## config.mk

```make
export PLATFORM = sky130hd
export DESIGN_NAME = event_envelope_deframer
export DESIGN_NICKNAME = d
export VERILOG_FILES = /design/src/design/eed_pkg.sv /design/src/design/eed_parse.sv /design/src/design/event_envelope_deframer.sv
export SDC_FILE = /design/constraint.sdc
export NUM_CORES = 1
export LEC_CHECK = 0
export ABC_CLOCK_PERIOD_IN_PS = 9900
export BUFFER_PORTS_ARGS = -buffer_cell sky130_fd_sc_hd__buf_2
export CORE_MARGIN = 8
export CORE_UTILIZATION = 60
export CTS_CLUSTER_SIZE = 14
export DETAILED_ROUTE_END_ITERATION = 16
export GPL_TIMING_DRIVEN = 0
export PLACE_DENSITY = 0.8
export SYNTH_ARGS = -nofsm -noshare
export SYNTH_HDL_FRONTEND = slang
export SYNTH_SLANG_ARGS = --single-unit
export TNS_END_PERCENT = 50
```

## constraint.sdc

```tcl
create_clock -name i_clk -period 9.9 [get_ports i_clk]
set_input_delay 0.99 -clock i_clk [delete_from_list [all_inputs] [get_ports i_clk]]
set_output_delay 0.99 -clock i_clk [all_outputs]
set_load 0.01 [all_outputs]
```

## src/design/eed_pkg.sv

```systemverilog
package eed_pkg;

    typedef enum logic [3:0] {
        PH_VERSION = 4'd0,
        PH_TYPE    = 4'd1,
        PH_HDR2    = 4'd2,
        PH_HDR3    = 4'd3,
        PH_ERRCODE = 4'd4,
        PH_SEQ     = 4'd5,
        PH_EVENT   = 4'd6,
        PH_SESSLEN = 4'd7,
        PH_SKIP    = 4'd8,
        PH_PAYLEN  = 4'd9,
        PH_PAYLOAD = 4'd10,
        PH_TRAILER = 4'd11,
        PH_DISCARD = 4'd12
    } t_phase;

    localparam logic [7:0] VERSION_BYTE = 8'h11;

    // message type, high nibble of the second header byte
    localparam logic [3:0] TYPE_ERROR = 4'hF;
    localparam logic [3:0] TYPE_JSON  = 4'h9;
    localparam logic [3:0] TYPE_AUDIO = 4'hB;

    localparam logic [1:0] KIND_ERROR = 2'd0;
    localparam logic [1:0] KIND_JSON  = 2'd1;
    localparam logic [1:0] KIND_AUDIO = 2'd2;

    localparam logic [1:0] ST_OK    = 2'd0;
    localparam logic [1:0] ST_SHORT = 2'd1;
    localparam logic [1:0] ST_TYPE  = 2'd2;
    localparam logic [1:0] ST_TRUNC = 2'd3;

    localparam logic [3:0] FLAG_SEQ_MASK = 4'h3;
    localparam logic [3:0] FLAG_EVENT    = 4'h4;

    localparam logic [3:0] MIN_FRAME_BYTES = 4'd8;

    typedef struct packed {
        logic [7:0]         payload_byte;
        logic               payload_valid;
        logic               frame_done;
        logic [1:0]         status;
        logic [1:0]         kind;
        logic [31:0]        fault_code;
        logic signed [31:0] sequence_res;
        logic [31:0]        event_id;
        logic [31:0]        payload_length;
    } t_result;

    function automatic t_phase phase_after_seq(input logic [3:0] flags);
        return ((flags & FLAG_EVENT) != 4'h0) ? PH_EVENT : PH_PAYLEN;
    endfunction

    function automatic t_phase phase_after_error(input logic [3:0] flags);
        return ((flags & FLAG_SEQ_MASK) != 4'h0) ? PH_SEQ : phase_after_seq(flags);
    endfunction

endpackage

```

## src/design/eed_parse.sv

```systemverilog
module eed_parse (
    input  logic                 i_clk,
    input  logic                 i_rst_n,
    input  logic                 i_accept,
    input  logic [7:0]           i_data_byte,
    input  logic                 i_frame_last,
    output logic                 o_present,
    output eed_pkg::t_result     o_result
);

    eed_pkg::t_phase r_phase, s_phase, n_phase;
    logic [1:0]  r_idx, s_idx, n_idx;
    logic [31:0] r_shift, s_shift, n_shift;
    logic [3:0]  r_cnt, s_cnt, n_cnt;
    logic [3:0]  r_flags, s_flags, n_flags;
    logic [1:0]  r_kind, s_kind, n_kind;
    logic [1:0]  r_fstat, s_fstat, n_fstat;
    logic [31:0] r_err, s_err, n_err;
    logic [31:0] r_seq, s_seq, n_seq;
    logic [31:0] r_evt, s_evt, n_evt;
    logic [31:0] r_skip, s_skip, n_skip;
    logic [31:0] r_decl, s_decl, n_decl;
    logic [31:0] r_left, s_left, n_left;
    logic [31:0] word;
    logic        pay_hit;
    logic [1:0]  status;

    assign word = {r_shift[23:0], i_data_byte};

    // next state of one step, before the frame-end clear
    always_comb begin
        s_phase = r_phase;
        s_idx   = r_idx;
        s_shift = r_shift;
        s_cnt   = (r_cnt != 4'hF) ? r_cnt + 4'd1 : r_cnt;
        s_flags = r_flags;
        s_kind  = r_kind;
        s_fstat = r_fstat;
        s_err   = r_err;
        s_seq   = r_seq;
        s_evt   = r_evt;
        s_skip  = r_skip;
        s_decl  = r_decl;
        s_left  = r_left;
        pay_hit = 1'b0;
        case (r_phase)
            eed_pkg::PH_VERSION: begin
                if (i_data_byte != eed_pkg::VERSION_BYTE) begin
                    s_fstat = eed_pkg::ST_SHORT;
                    s_phase = eed_pkg::PH_DISCARD;
                end else begin
                    s_phase = eed_pkg::PH_TYPE;
                end
            end
            eed_pkg::PH_TYPE: begin
                s_flags = i_data_byte[3:0];
                s_phase = eed_pkg::PH_HDR2;
                case (i_data_byte[7:4])
                    eed_pkg::TYPE_ERROR: s_kind = eed_pkg::KIND_ERROR;
                    eed_pkg::TYPE_JSON:  s_kind = eed_pkg::KIND_JSON;
                    eed_pkg::TYPE_AUDIO: s_kind = eed_pkg::KIND_AUDIO;
                    default: begin
                        s_fstat = eed_pkg::ST_TYPE;
                        s_phase = eed_pkg::PH_DISCARD;
                    end
                endcase
            end
            eed_pkg::PH_HDR2: s_phase = eed_pkg::PH_HDR3;
            eed_pkg::PH_HDR3: begin
                s_phase = (r_kind == eed_pkg::KIND_ERROR) ? eed_pkg::PH_ERRCODE
                                                          : eed_pkg::phase_after_error(r_flags);
            end
            eed_pkg::PH_ERRCODE, eed_pkg::PH_SEQ, eed_pkg::PH_EVENT,
            eed_pkg::PH_SESSLEN, eed_pkg::PH_PAYLEN: begin
                if (r_idx == 2'd3) begin
                    s_idx   = 2'd0;
                    s_shift = 32'd0;
                    case (r_phase)
                        eed_pkg::PH_ERRCODE: begin
                            s_err   = word;
                            s_phase = eed_pkg::phase_after_error(r_flags);
                        end
                        eed_pkg::PH_SEQ: begin
                            s_seq   = word;
                            s_phase = eed_pkg::phase_after_seq(r_flags);
                        end
                        eed_pkg::PH_EVENT: begin
                            s_evt   = word;
                            s_phase = eed_pkg::PH_SESSLEN;
                        end
                        eed_pkg::PH_SESSLEN: begin
                            s_skip  = word;
                            s_phase = (word != 32'd0) ? eed_pkg::PH_SKIP
                                                      : eed_pkg::PH_PAYLEN;
                        end
                        default: begin
                            s_decl  = word;
                            s_left  = word;
                            s_phase = (word != 32'd0) ? eed_pkg::PH_PAYLOAD
                                                      : eed_pkg::PH_TRAILER;
                        end
                    endcase
                end else begin
                    s_idx   = r_idx + 2'd1;
                    s_shift = word;
                end
            end
            eed_pkg::PH_SKIP: begin
                s_skip = r_skip - 32'd1;
                if (r_skip == 32'd1) begin
                    s_phase = eed_pkg::PH_PAYLEN;
                end
            end
            eed_pkg::PH_PAYLOAD: begin
                pay_hit = 1'b1;
                s_left  = r_left - 32'd1;
                if (r_left == 32'd1) begin
                    s_phase = eed_pkg::PH_TRAILER;
                end
            end
            default: ;
        endcase
    end

    // frame end returns everything to the reset values
    always_comb begin
        if (i_frame_last) begin
            n_phase = eed_pkg::PH_VERSION;
            n_idx   = 2'd0;
            n_shift = 32'd0;
            n_cnt   = 4'd0;
            n_flags = 4'd0;
            n_kind  = eed_pkg::KIND_ERROR;
            n_fstat = eed_pkg::ST_OK;
            n_err   = 32'd0;
            n_seq   = 32'd0;
            n_evt   = 32'd0;
            n_skip  = 32'd0;
            n_decl  = 32'd0;
            n_left  = 32'd0;
        end else begin
            n_phase = s_phase;
            n_idx   = s_idx;
            n_shift = s_shift;
            n_cnt   = s_cnt;
            n_flags = s_flags;
            n_kind  = s_kind;
            n_fstat = s_fstat;
            n_err   = s_err;
            n_seq   = s_seq;
            n_evt   = s_evt;
            n_skip  = s_skip;
            n_decl  = s_decl;
            n_left  = s_left;
        end
    end

    // result of the step
    always_comb begin
        if (s_cnt < eed_pkg::MIN_FRAME_BYTES) begin
            status = eed_pkg::ST_SHORT;
        end else if (s_fstat != eed_pkg::ST_OK) begin
            status = s_fstat;
        end else if (s_phase != eed_pkg::PH_TRAILER) begin
            status = eed_pkg::ST_TRUNC;
        end else begin
            status = eed_pkg::ST_OK;
        end
        o_present = pay_hit || i_frame_last;
        o_result  = '0;
        o_result.payload_valid = pay_hit;
        o_result.payload_byte  = pay_hit ? i_data_byte : 8'd0;
        if (i_frame_last) begin
            o_result.frame_done = 1'b1;
            o_result.status     = status;
            if (status == eed_pkg::ST_OK) begin
                o_result.kind           = s_kind;
                o_result.fault_code     = s_err;
                o_result.sequence_res   = s_seq;
                o_result.event_id       = s_evt;
                o_result.payload_length = s_decl;
            end
        end
    end

    always_ff @(posedge i_clk) begin
        if (!i_rst_n) begin
            r_phase <= eed_pkg::PH_VERSION;
            r_idx   <= 2'd0;
            r_shift <= 32'd0;
            r_cnt   <= 4'd0;
            r_flags <= 4'd0;
            r_kind  <= eed_pkg::KIND_ERROR;
            r_fstat <= eed_pkg::ST_OK;
            r_err   <= 32'd0;
            r_seq   <= 32'd0;
            r_evt   <= 32'd0;
            r_skip  <= 32'd0;
            r_decl  <= 32'd0;
            r_left  <= 32'd0;
        end else if (i_accept) begin
            r_phase <= n_phase;
            r_idx   <= n_idx;
            r_shift <= n_shift;
            r_cnt   <= n_cnt;
            r_flags <= n_flags;
            r_kind  <= n_kind;
            r_fstat <= n_fstat;
            r_err   <= n_err;
            r_seq   <= n_seq;
            r_evt   <= n_evt;
            r_skip  <= n_skip;
            r_decl  <= n_decl;
            r_left  <= n_left;
        end
    end

endmodule

```

## src/design/event_envelope_deframer.sv

```systemverilog
// Byte-serial deframer for a length-prefixed binary event envelope.
// Input channel (i_in_valid / o_in_ready) carries one frame byte per item,
// with i_frame_last on the final byte. Output channel (o_out_valid /
// i_out_ready) carries a result only for payload bytes inside the declared
// length and for the last byte of a frame; other bytes update the parser and
// produce nothing.
// On frame end the result has o_frame_done set with status, kind, fault code,
// sequence, event id and payload length; these read zero unless status is ok.
// A result is registered and shows on the outputs in the cycle after its byte is taken.
// Throughput: one byte per cycle while the receiver does not stall; the parser state
// and the single output register both turn over every cycle.
// When the receiver stalls, the result waits in the output register and the
// input keeps taking bytes as long as they produce no result; a byte that
// would produce one waits until the register is taken or empty.
// Reset (i_rst_n low, synchronous) returns the parser to expecting the
// version byte and drops any pending result.
module event_envelope_deframer (
    input  logic               i_clk,
    input  logic               i_rst_n,
    input  logic               i_in_valid,
    output logic               o_in_ready,
    input  logic [7:0]         i_data_byte,
    input  logic               i_frame_last,
    output logic               o_out_valid,
    input  logic               i_out_ready,
    output logic [7:0]         o_payload_byte,
    output logic               o_payload_valid,
    output logic               o_frame_done,
    output logic [1:0]         o_status,
    output logic [1:0]         o_kind,
    output logic [31:0]        o_fault_code,
    output logic signed [31:0] o_sequence_res,
    output logic [31:0]        o_event_id,
    output logic [31:0]        o_payload_length
);

    logic             accept;
    logic             present;
    logic             room;
    eed_pkg::t_result result;
    eed_pkg::t_result r_out;
    logic             r_out_valid;

    assign room       = !r_out_valid || i_out_ready;
    assign o_in_ready = room || (i_in_valid && !present);
    assign accept     = i_in_valid && o_in_ready;

    eed_parse u_parse (
        .i_clk        (i_clk),
        .i_rst_n      (i_rst_n),
        .i_accept     (accept),
        .i_data_byte  (i_data_byte),
        .i_frame_last (i_frame_last),
        .o_present    (present),
        .o_result     (result)
    );

    always_ff @(posedge i_clk) begin
        if (!i_rst_n) begin
            r_out_valid <= 1'b0;
        end else if (room) begin
            r_out_valid <= accept && present;
        end
    end

    always_ff @(posedge i_clk) begin
        if (accept && present && room) begin
            r_out <= result;
        end
    end

    assign o_out_valid      = r_out_valid;
    assign o_payload_byte   = r_out.payload_byte;
    assign o_payload_valid  = r_out.payload_valid;
    assign o_frame_done     = r_out.frame_done;
    assign o_status         = r_out.status;
    assign o_kind           = r_out.kind;
    assign o_fault_code     = r_out.fault_code;
    assign o_sequence_res   = r_out.sequence_res;
    assign o_event_id       = r_out.event_id;
    assign o_payload_length = r_out.payload_length;

endmodule

```

* Word-level counts from Yosys, hierarchy flattened
Cells that the tools add are included.
** Storage, ports and cells
- Register bits after elaboration :: 376
- Output and inout bits :: 144
- Logic and storage cells :: 137
** Cells by class
- Reduce and logical (&&, ||, !) cells :: 27
- $lt $le $gt $ge :: 1
- Add/sub/neg operators :: 4
- Eq/ne operators :: 22
- Mux-type cells :: 60
** Operators with widths (number)
- 2-to-1 mux 32 bit :: 22
- 2-to-1 mux 133 bit :: 1
- 2-to-1 mux 130 bit :: 1
- case mux 32 bit (2 select lines) :: 2
- 2-to-1 mux 24 bit :: 3
- == test 32 x 1 -> 1 bit (second input constant) :: 2
- subtractor 32 x 1 -> 32 bit (second input constant) :: 2
- 2-to-1 mux 4 bit :: 11
- nonzero test 32 bit :: 1
- case mux 4 bit (7 select lines) :: 1
- == test 4 bit (second input constant) :: 6
- 2-to-1 mux 2 bit :: 11
- == test 4 x 3 -> 1 bit (second input constant) :: 4
- case mux 4 bit (4 select lines) :: 1
- == test 4 x 2 -> 1 bit (second input constant) :: 2
- != test 4 bit (second input constant) :: 2
- != test 8 x 5 -> 1 bit (second input constant) :: 1
- AND reduction 4 bit :: 2
- 2-to-1 mux 3 bit :: 2
- != test 3 x 2 -> 1 bit (second input constant) :: 2
- case mux 2 bit (3 select lines) :: 1
- AND reduction 2 bit :: 3
- nonzero test 2 bit :: 3
- nonzero test 3 bit :: 2
- 17 further kinds :: 26

* Logic depth before layout (Yosys ltp)
Gate-level depths: netlist of the first run.
- Word-level depth :: 12
- Depth in mapped cells :: 12
- Mapped depth without buffers :: 8

* Modules after synthesis
Synthesis of the first run repeated with hierarchy kept, for this count alone.
** Second synthesis, totals
- Cell total of the unflattened synthesis :: 1857
- Area, all modules :: 18550.3 µm²
** By module, submodules not included
- eed_parse :: times used 1, sequential area each 4664.5 µm², cells an instance 1706, area each 14213.6 µm²
- event_envelope_deframer :: times used 1, sequential area each 4284.1 µm², cells an instance 151, area each 4336.7 µm²

* Worst setup path after synthesis of the first run
Ideal clock, no wire load.
- Kind :: input to register
- Start :: in i_frame_last
- End :: reg r_out, in the netlist o_event_id[0] (enable)
- Path buffers :: 2
- Stages :: 5
- Slack :: 1546 ps
- Data required time :: 9254 ps
- Data arrival time :: 7708 ps
- Setup time :: 646 ps
- Cell sequence :: clkbuf_1 o21ai_2 nand2_1 clkbuf_1 nor2_1
** On the way
- Longest elaborated chain between the ends :: 7
** RTL lines
- from (decl) :: line event_envelope_deframer.sv:23 : input logic i_frame_last,
- logical OR 1 bit * :: line eed_parse.sv:169 : o_present = pay_hit || i_frame_last;
- zero test 1 bit :: line event_envelope_deframer.sv:45 : assign o_in_ready = room || (i_in_valid && !present);
- logical AND 1 bit :: line event_envelope_deframer.sv:45
- logical OR 1 bit :: line event_envelope_deframer.sv:45
- logical AND 1 bit :: line event_envelope_deframer.sv:46 : assign accept = i_in_valid && o_in_ready;
- logical AND 1 bit * (2 in a row) :: line event_envelope_deframer.sv:67 : if (accept && present && room) begin
- to (signal assigned) :: line event_envelope_deframer.sv:68 : r_out <= result;
- to (decl) :: line event_envelope_deframer.sv:41 : eed_pkg::t_result r_out;
Mark *: on every way between the ends. The rest lies on a longest branch, timed or not.
A chain may end at the register's enable or synchronous reset.

* Worst setup path in the final report of the first run
- Start :: reg u_parse.r_phase[3]
- End :: out o_in_ready
** On the way
- Longest elaborated chain between the ends :: 6
** RTL lines
- from (decl) :: line eed_parse.sv:11 : eed_pkg::t_phase r_phase, s_phase, n_phase;
- from (signal assigned) :: line eed_parse.sv:188 : r_phase <= eed_pkg::PH_VERSION;
- from (signal assigned) :: line eed_parse.sv:202 : r_phase <= n_phase;
- == test 4 bit :: line eed_parse.sv:46 : case (r_phase)
- 2-to-1 mux 1 bit :: line eed_parse.sv:46
- net u_parse.pay_hit :: line eed_parse.sv:25 : logic pay_hit;
- logical OR 1 bit :: line eed_parse.sv:169
- zero test 1 bit :: line event_envelope_deframer.sv:45
- logical AND 1 bit :: line event_envelope_deframer.sv:45
- logical OR 1 bit :: line event_envelope_deframer.sv:45
- to (decl) :: line event_envelope_deframer.sv:21 : output logic o_in_ready,
The timed path passes the listed nets, and every way through them passes these cells.

==> results.tsv, run 1 <==
metric	value	unit
outcome	complete, no violations	
crit_chain	nand2b_1 -> or2_1 -> buf_2 -> inv_2 -> buf_2 -> clkbuf_1 -> o21ai_0 -> buf_2	
synth_area	0.0177	mm²
syn-num-nets	1840	
slew_violations	0	
cts_buffer_depth	3	
synth_top_family_by_area	simple AND/OR/NAND/NOR gates	
hold_path_class	register to register	
dr.pass1.iters	6	
dp_slack	5920	ps
reg2reg_to	o_sequence_res[21]	
power.switching	0.866	mW
holdBufCountCts	0	
routed_wl	59500	µm
cts_tree	done	
synthMuxAreaShare	0.0723	
finalSetupTns	0	ps
critPathKind	register to output port	
antenna_found_initial	1	
final_nets	2038	
h-tree-depth	2	
min_to	u_parse.r_skip[26]	
setup_violations	0	
syn_avg_cell_area	9.74	µm²
arrival	2950	ps
reg2reg_slack	6010	ps
reg2reg_from	u_parse.r_phase[2]	
synthAdderAreaFrac	0.00423	
multi_input_area	0.00798	mm²
portBuffers	153	
p_leak	6.92	nW
critical_path.top_delay_family	buffers and inverters	
initial_core_util	0.603	
synth-edff-count	142	
worst-r2r-cell-count	12	
ys_warn_count	0	
maxSlewHeadroom	0.273	
rows	63	
cp_num_buf_inv	5	
synth_compound_area_frac	0.164	
grt_pass1_wl	89900	µm
place_hpwl	40900	µm
p_seq_frac	0.488	
dr_total_vias	16200	
min_from	u_parse.r_skip[26]	
gp_routability_congestion	1.03	
crit_slowest_cell	dfxtp_1	
fin_crit	3940	ps
async_flop_share	0	
hold_depth	1	
num_io_pins	157	
dieArea	0.0353	mm²
final_antenna_net_count	0	
fillers	2235	
overflow	0	
dpl-instance-area	0.0191	mm²
syn_to_final_growth	14.4	%
synth-seq-area-share	0.505	
wl_per_cell	24.4	µm
ir_worst_vdd	0.107	mV
cts_setup_buffers	0	
clock_sink_count	376	
regArea	0.00895	mm²
yosysUniqueCellTypes	76	
insertedDiodeCount	0	
grt_use_total	0.321	
final_common_cell	nor2_1	
clock_latency	550	ps
combPwrFrac	0.089	
final_cell_area	0.0203	mm²
fmax	254	MHz
synth_xor_area_frac	0.000988	
worstPathRequired	8910	ps
drc	0	
path_max_fanout	10	
dp.cells	2368	
power_frac_clock	0.423	
slowest_delay	550	ps
viasPerCell	6.66	
worst_slew_pin_slew	1090	ps
power_density	167	mW/mm²
crit_top_cell	buf_2	
switching_share	0.256	
rsz0062_at_grt	no	
ys_seq_elements	376	
synthFlopType	dfxtp_1	
syn_inst	1821	
p_int	2.52	mW
finalHoldViolCount	0	
layout.cells.non_filler	2439	
dieWidth	188	µm
coreArea	0.0294	mm²
setup_slack	5960	ps
grt_max_degree	42	
cts-root-buf	clkbuf_16	
final_cell_mix	nor2_1, dfxtp_1, buf_2	
synth-simple-area-share	0.208	
drt-initial-drc-count	2412	
start_kind	register	
grt_pass1_vias	15500	
die_h	188	µm
post_cts_resized	0	
layout_worst_path_cycle_share	0.398	
drive_gt1_frac	0.173	
skew	18.7	ps
maxCapViolCount	0	
cts_inserted_buffers	39	
endpoint_kind	output port	
clk_pin_slew	70	ps
[Yosys cell counts, drive strengths merged (14+ instances only)]
cell type	n	share of area
nor2	239	0.051
dfxtp	234	0.26
nor3	164	0.069
clkbuf	142	0.030
edfxtp	142	0.24
a22oi	140	0.059
mux2i	128	0.072
nand2	96	0.020
a21oi	95	0.027
o21ai	89	0.025
nor2b	39	0.014
buf	36	0.013
nand3	35	0.0099
nor4	30	0.012
and2	15	0.0053
a31oi	14	0.0049
[layer usage]
layer | part of all wire | routed length [µm] | global-route usage
met2 | 0.44 | 26200 | 0.496
met3 | 0.12 | 7040 | 0.0780
met4 | 0.063 | 3750 | 0.195
met5 | 0.00017 | 10 | 0
met1 | 0.38 | 22400 | 0.405
[cells by family after synthesis]
| logic type | count (synthesis) |
|---|---|
| and+or+nand+nor | 683 |
| AOI/OAI and AO/OA | 435 |
| DFF | 376 |
| buffers and inverters | 191 |
| muxes | 128 |
| adders and majority gates | 6 |
| xor gates and xnor gates | 2 |
[power groups by stage]
stage	combinational, mW	sequential [mW]	clock, mW
6_report	0.301	1.65	1.43
5_1_grt	0.317	1.65	1.49
4_1_cts	0.291	1.65	1.43
3_5_place_dp	0.289	1.68	0
3_3_place_gp	0.280	1.69	0
2_1_floorplan	0.169	1.70	0
[worst max path at each step]
stage,from,to,slack (ps),cells past startpoint
after CTS,u_parse.r_phase[3],o_in_ready,6030,8
final,u_parse.r_phase[3],o_in_ready,5960,8
after detailed placement,i_data_byte[3],o_payload_length[11],5920,8
after global routing,u_parse.r_phase[2],o_sequence_res[20],5850,12
after floorplan,i_frame_last,o_event_id[0],1550,5
after global placement,i_frame_last,o_sequence_res[17],-1050,6
[sequential cells by signal, summed over array words and instances (netlist names), 24 cells and up]
| signal | flops |
|---|---|
| o_event_id | 32 |
| o_fault_code | 32 |
| o_payload_length | 32 |
| o_sequence_res | 32 |
| u_parse.r_decl | 32 |
| u_parse.r_err | 32 |
| u_parse.r_evt | 32 |
| u_parse.r_left | 32 |
| u_parse.r_seq | 32 |
| u_parse.r_skip | 32 |
| u_parse.r_shift | 24 |
[per-stage QoR]
| stage | util | hold slack [ps] | total power, mW |
|---|---|---|---|
| after CTS | 0.690 | 460 | 3.37 |
| after global placement | 0.646 | 448 | 1.97 |
| after detailed placement | 0.649 | 447 | 1.97 |
| after floorplan | - | 424 | 1.87 |
| final | 0.690 | 456 | 3.38 |
| after global routing | 0.690 | 467 | 3.46 |
[layout make-up]
type | instances | share of cell area
sequential | 376 | 0.441
timing repair buffer | 157 | 0.0420
buffer | 178 | 0.0376
clock inverter | 19 | 0.00832
clock buffer | 52 | 0.0515
inverter | 13 | 0.00240
multi-input combinational | 1254 | 0.393
tap | 390 | 0.0240
(Power assumes the default switching activity.)
==> run 2: changes to the inputs <==
--- a/config.mk
+++ b/config.mk
@@ -5,14 +5,15 @@
 export SDC_FILE = /design/constraint.sdc
 export NUM_CORES = 1
 export LEC_CHECK = 0
-export ABC_CLOCK_PERIOD_IN_PS = 9900
+export ABC_AREA = 1
+export ABC_CLOCK_PERIOD_IN_PS = 3550
 export BUFFER_PORTS_ARGS = -buffer_cell sky130_fd_sc_hd__buf_2
 export CORE_MARGIN = 8
-export CORE_UTILIZATION = 60
+export CORE_UTILIZATION = 54
 export CTS_CLUSTER_SIZE = 14
 export DETAILED_ROUTE_END_ITERATION = 16
 export GPL_TIMING_DRIVEN = 0
-export PLACE_DENSITY = 0.8
+export PLACE_DENSITY = 0.76
 export SYNTH_ARGS = -nofsm -noshare
 export SYNTH_HDL_FRONTEND = slang
 export SYNTH_SLANG_ARGS = --single-unit
==> constraint.sdc (replaced) <==
create_clock -name i_clk -period 3.55 [get_ports i_clk]
set_input_delay 0.355 -clock i_clk [delete_from_list [all_inputs] [get_ports i_clk]]
set_output_delay 0.355 -clock i_clk [all_outputs]
set_load 0.01 [all_outputs]
==> results.tsv, run 2 <==
metric	value	unit
final_cell_mix	nor2_1, nand2_1, dfxtp_1	
ir_worst_vdd	0.355	mV
maxCapViolCount	0	
grt_pass1_wl	90000	µm
clk_pin_slew	60	ps
p_seq_frac	0.467	
ys_warn_count	0	
synth_area_leader_cell	dfxtp_1	
final_cell_area	0.0198	mm²
reg2reg_to	o_fault_code[0]	
num_io_pins	157	
synth_top_area_frac	0.274	
p_int	7.40	mW
min_from	i_frame_last	
synth-seq-area-share	0.523	
endpoint_kind	register	
finalSetupTns	0	ps
dr_total_vias	16300	
cts_buffer_depth	3	
worst_slew_pin_slew	891	ps
dr.pass1.iters	6	
syn_avg_cell_area	8.18	µm²
grt_use_total	0.302	
antenna_found_initial	1	
hold_depth	1	
drc	0	
outcome	complete, no violations	
synth_common_cells	nor2_1, nand2_1, dfxtp_1	
dp.cells	2652	
finalHoldViolCount	0	
path_max_fanout	10	
design_power_total	10.0	mW
power.switching	2.62	mW
power_density	506	mW/mm²
cts_setup_buffers	0	
fin_crit	3090	ps
dieArea	0.0376	mm²
holdBufCountCts	0	
worstPathRequired	3920	ps
h-tree-depth	2	
initial_core_util	0.545	
insertedDiodeCount	0	
reg2reg_from	u_parse.r_phase[0]	
grt_max_degree	48	
synth-edff-count	142	
async_flop_share	0	
reg2reg_slack	460	ps
yosys-top-cells-area	dfxtp_1, edfxtp_1, nor2_1	
min_to	o_frame_done	
drive_gt1_frac	0.115	
critPathKind	register to register	
hold_path_class	input pin to register	
maxSlewHeadroom	0.406	
final_antenna_net_count	0	
viasPerCell	5.97	
layout_worst_path_cycle_share	0.870	
clock_latency	550	ps
rsz0062_at_grt	no	
die_h	194	µm
grt_pass1_vias	15500	
skew	23.6	ps
synthFlopType	dfxtp_1	
coreArea	0.0314	mm²
yosysUniqueCellTypes	40	
rows	65	
ys_seq_elements	376	
overflow	0	
wl_per_cell	21.7	µm
dieWidth	194	µm
drt-initial-drc-count	2096	
place_hpwl	41200	µm
final_common_cell	nor2_1	
start_kind	register	
setup_violations	0	
post_cts_resized	0	
routed_wl	59200	µm
layout.cells.non_filler	2728	
power_frac_clock	0.431	
fmax	324	MHz
final_nets	2312	
yosysMostFrequentCell	nor2_1	
switching_share	0.262	
dpl-instance-area	0.0185	mm²
worst-r2r-cell-count	15	
synth_area	0.0171	mm²
cts_inserted_buffers	41	
syn-num-nets	2110	
clock_sink_count	376	
syn_inst	2091	
slew_violations	0	
fin_util	0.631	
p_leak	7.34	nW
cts-root-buf	clkbuf_16	
gp_routability_congestion	0.966	
arrival	3450	ps
combPwrFrac	0.102	
cts_tree	done	
portBuffers	156	
syn_to_final_growth	15.8	%
[run 2: cell types whose count changed in the layout (fill, tap and decap cells not counted), sizes merged, moves of 15 or more]
cell / before / now
nor3: 164 / 15
a2bb2oi: 4 / 129
a21oi: 95 / 200
nor4: 30 / 1
and2: 15 / 0
clkbuf: 194 / 149
inv: 12 / 130
nor2b: 39 / 0
nor2: 239 / 508
nand3: 35 / 64
nand2: 96 / 274
a22oi: 140 / 4
mux2i: 128 / 0
o21ai: 89 / 166
[run 2: worst max-delay path by stage]
stage          slack [ps]                from            endpoint
3_3_place_gp        -1240  u_parse.r_phase[1]  o_sequence_res[19]
6_report              460  u_parse.r_phase[0]     o_fault_code[0]
2_1_floorplan          20  u_parse.r_phase[1]       o_event_id[0]
4_1_cts               540  u_parse.r_phase[0]     o_fault_code[0]
5_1_grt               320  u_parse.r_phase[1]     o_fault_code[0]
3_5_place_dp          330      i_data_byte[5]  o_sequence_res[27]
[run 2: cell type report]
type | instances | area, µm²
fillers | 2715 | 11600
inverters | 131 | 495
plain buffers | 128 | 551
multi-input cells | 1456 | 7110
clock buffers | 67 | 1190
well taps | 402 | 503
repair buffers | 159 | 841
flip-flops and latches | 376 | 8950
clock inverters | 9 | 153
[run 2: routing by layer]
| metal | global-route usage | part of all wire | vias to the layer above |
|---|---|---|---|
| li1 | - | - | 7524 |
| met1 | 0.396 | 0.41 | 7714 |
| met2 | 0.471 | 0.44 | 858 |
| met3 | 0.0517 | 0.093 | 184 |
| met4 | 0.163 | 0.057 | 2 |
| met5 | 0 | 0.00022 | - |
[run 2: cell families after synthesis]
family | Yosys count | synth area share
buf+inv | 259 | 0.0610
xor+xnor | 13 | 0.00666
flops | 376 | 0.523
simple gates | 879 | 0.203
compound gates | 558 | 0.202
fa+ha+maj | 6 | 0.00439
[run 2: power groups by stage]
stage                     registers, mW  logic, mW  clock network [mW]
after floorplan                    4.77      0.614                   0
after global placement             4.77      0.971                   0
after detailed placement           4.76      0.995                   0
after CTS                          4.67       1.00                4.32
after global routing               4.69       1.11                4.48
final                              4.68       1.03                4.32
[run 2: through the flow]
stage	worst slack (ps)	hold slack, ps
final	463	148
after floorplan	22.8	444
after detailed placement	334	457
after global placement	-1240	455
after global routing	317	140
after CTS	538	133
[run 2: critical path, stage by stage, from the launching register on]
cell and delay (ps):
dfxtp_1 360, inv_1 160, nand2_1 180, nor2_4 310, nand2_1 90, nor2_1 100
nand2_1 170, nand2_1 110, nor2_1 50, nand2_1 130, nand4_1 160, a21oi_1 220
nand2_1 200, buf_4 270, buf_4 210, nor2_1 180
==> run 3: changes to the inputs <==
--- a/config.mk
+++ b/config.mk
@@ -13,7 +13,7 @@
 export CTS_CLUSTER_SIZE = 14
 export DETAILED_ROUTE_END_ITERATION = 16
 export GPL_TIMING_DRIVEN = 0
-export PLACE_DENSITY = 0.76
+export PLACE_DENSITY_LB_ADDON = 0.08
 export SYNTH_ARGS = -nofsm -noshare
 export SYNTH_HDL_FRONTEND = slang
 export SYNTH_SLANG_ARGS = --single-unit
==> results.tsv, run 3 (synthesis results as in run 2) <==
metric	value	unit
worst-r2r-cell-count	15	
dr_total_vias	16000	
power_frac_clock	0.416	
combPwrFrac	0.105	
viasPerCell	5.88	
dieWidth	194	µm
wl_per_cell	21.5	µm
post_cts_resized	0	
clock_sink_count	376	
switching_share	0.267	
design_power_total	9.76	mW
final_cell_mix	nor2_1, nand2_1, dfxtp_1	
maxCapViolCount	0	
die_h	194	µm
setup_violations	0	
cp_num_buf_inv	3	
path_max_fanout	10	
crit_chain	inv_1 -> nand2_1 -> nor2_4 -> nand2_1 -> nor2_1 -> nand2_1 -> nand2_1 -> nor2_1 -> nand2_1 -> nand4_1 -> a21oi_1 -> nand2_1 -> buf_4 -> buf_4 -> nor2_1	
crit_slowest_cell	dfxtp_1	
power.switching	2.60	mW
fmax	335	MHz
worstPathRequired	3890	ps
arrival	3330	ps
worst_slew_pin_slew	893	ps
reg2reg_from	u_parse.r_phase[0]	
maxSlewHeadroom	0.405	
min_from	i_out_ready	
start_kind	register	
syn_to_final_growth	15.3	%
endpoint_kind	register	
crit_top_cell	nand2_1	
portBuffers	156	
grt_use_total	0.301	
grt_max_degree	48	
outcome	complete, no violations	
num_io_pins	157	
fin_crit	2980	ps
gp_routability_congestion	0.966	
path_depth	15	
clock_latency	550	ps
final_nets	2311	
rows	65	
setup_slack	568	ps
skew	23.6	ps
slowest_delay	360	ps
place_hpwl	40700	µm
initial_core_util	0.545	
slew_violations	0	
cts_buffer_depth	3	
h-tree-depth	2	
layout.cells.non_filler	2725	
cts_inserted_buffers	40	
reg2reg_slack	570	ps
ir_worst_vdd	0.343	mV
grt_pass1_vias	15500	
overflow	0	
coreArea	0.0314	mm²
drc	0	
dp.cells	2652	
finalHoldViolCount	0	
dr.pass1.iters	5	
cts-root-buf	clkbuf_16	
layout_worst_path_cycle_share	0.840	
min_to	o_out_valid	
finalSetupTns	0	ps
insertedDiodeCount	0	
cts_tree	done	
dieArea	0.0376	mm²
p_int	7.16	mW
p_seq_frac	0.479	
p_leak	7.29	nW
drt-initial-drc-count	1525	
routed_wl	58700	µm
clk_pin_slew	60	ps
critical_path.top_delay_family	simple AND/OR/NAND/NOR gates	
reg2reg_to	o_fault_code[26]	
hold_depth	4	
dp_slack	186	ps
rsz0062_at_grt	no	
power_density	495	mW/mm²
critPathKind	register to register	
holdBufCountCts	0	
hold_path_class	input pin to register	
final_antenna_net_count	0	
fillers	2835	
grt_pass1_wl	89400	µm
cts_setup_buffers	0	
antenna_found_initial	1	
final_common_cell	nor2_1	
drive_gt1_frac	0.115	
## run 3: cell count changes in the layout (fill, tap and decap cells not counted), moves of 2 or more
cell	before	now
bufinv_16	3	1
clkinv_1	2	4
clkbuf_1	102	98
clkbuf_16	42	40
## run 3: area by class of cell
type / count / area, µm² / area share
plain buffers: 128 / 551 / 0.0279
clock buffers: 61 / 1130 / 0.0573
clock inverters: 12 / 121 / 0.00616
inverters: 131 / 495 / 0.0251
multi-input cells: 1456 / 7110 / 0.361
flip-flops and latches: 376 / 8950 / 0.454
well taps: 402 / 503 / 0.0255
repair buffers: 159 / 841 / 0.0427
## run 3: layer usage
| metal | up-vias | global-route usage | part of all wire |
|---|---|---|---|
| li1 | 7532 | - | - |
| met1 | 7624 | 0.386 | 0.41 |
| met2 | 701 | 0.477 | 0.45 |
| met3 | 179 | 0.0561 | 0.081 |
| met4 | 0 | 0.165 | 0.057 |
| met5 | - | 0 | 0 |
## run 3: power by group through the flow
stage          clock network [mW]  registers (mW)  logic, mW
2_1_floorplan                   0            4.77      0.614
3_3_place_gp                    0            4.77      0.981
3_5_place_dp                    0            4.76       1.00
4_1_cts                      4.07            4.67       1.01
5_1_grt                      4.25            4.69       1.12
6_report                     4.06            4.67       1.02
## run 3: worst max-delay path by stage
stage,from,endpoint,slack (ps)
after floorplan,u_parse.r_phase[1],o_event_id[0],20
after global placement,u_parse.r_phase[1],o_sequence_res[17],-1240
after detailed placement,i_data_byte[6],o_fault_code[26],190
after CTS,u_parse.r_skip[24],o_fault_code[26],610
after global routing,u_parse.r_phase[2],o_fault_code[29],400
final,u_parse.r_phase[0],o_fault_code[26],570
## run 3: worst min-delay path: cells and delay by family
| kind | cells | cell delay [ps] |
|---|---|---|
| compound gates | 1 | 60 |
| simple gates | 1 | 60 |
| buf+inv | 2 | 110 |
## run 3: per-stage QoR
| stage | utilization | hold WS, ps | instance area (µm²) |
|---|---|---|---|
| 2_1_floorplan | - | 444 | 17100 |
| 6_report | 0.628 | 91.0 | 19700 |
| 5_1_grt | 0.628 | 113 | 19700 |
| 3_3_place_gp | 0.586 | 454 | 18400 |
| 3_5_place_dp | 0.588 | 456 | 18500 |
| 4_1_cts | 0.628 | 87.3 | 19700 |
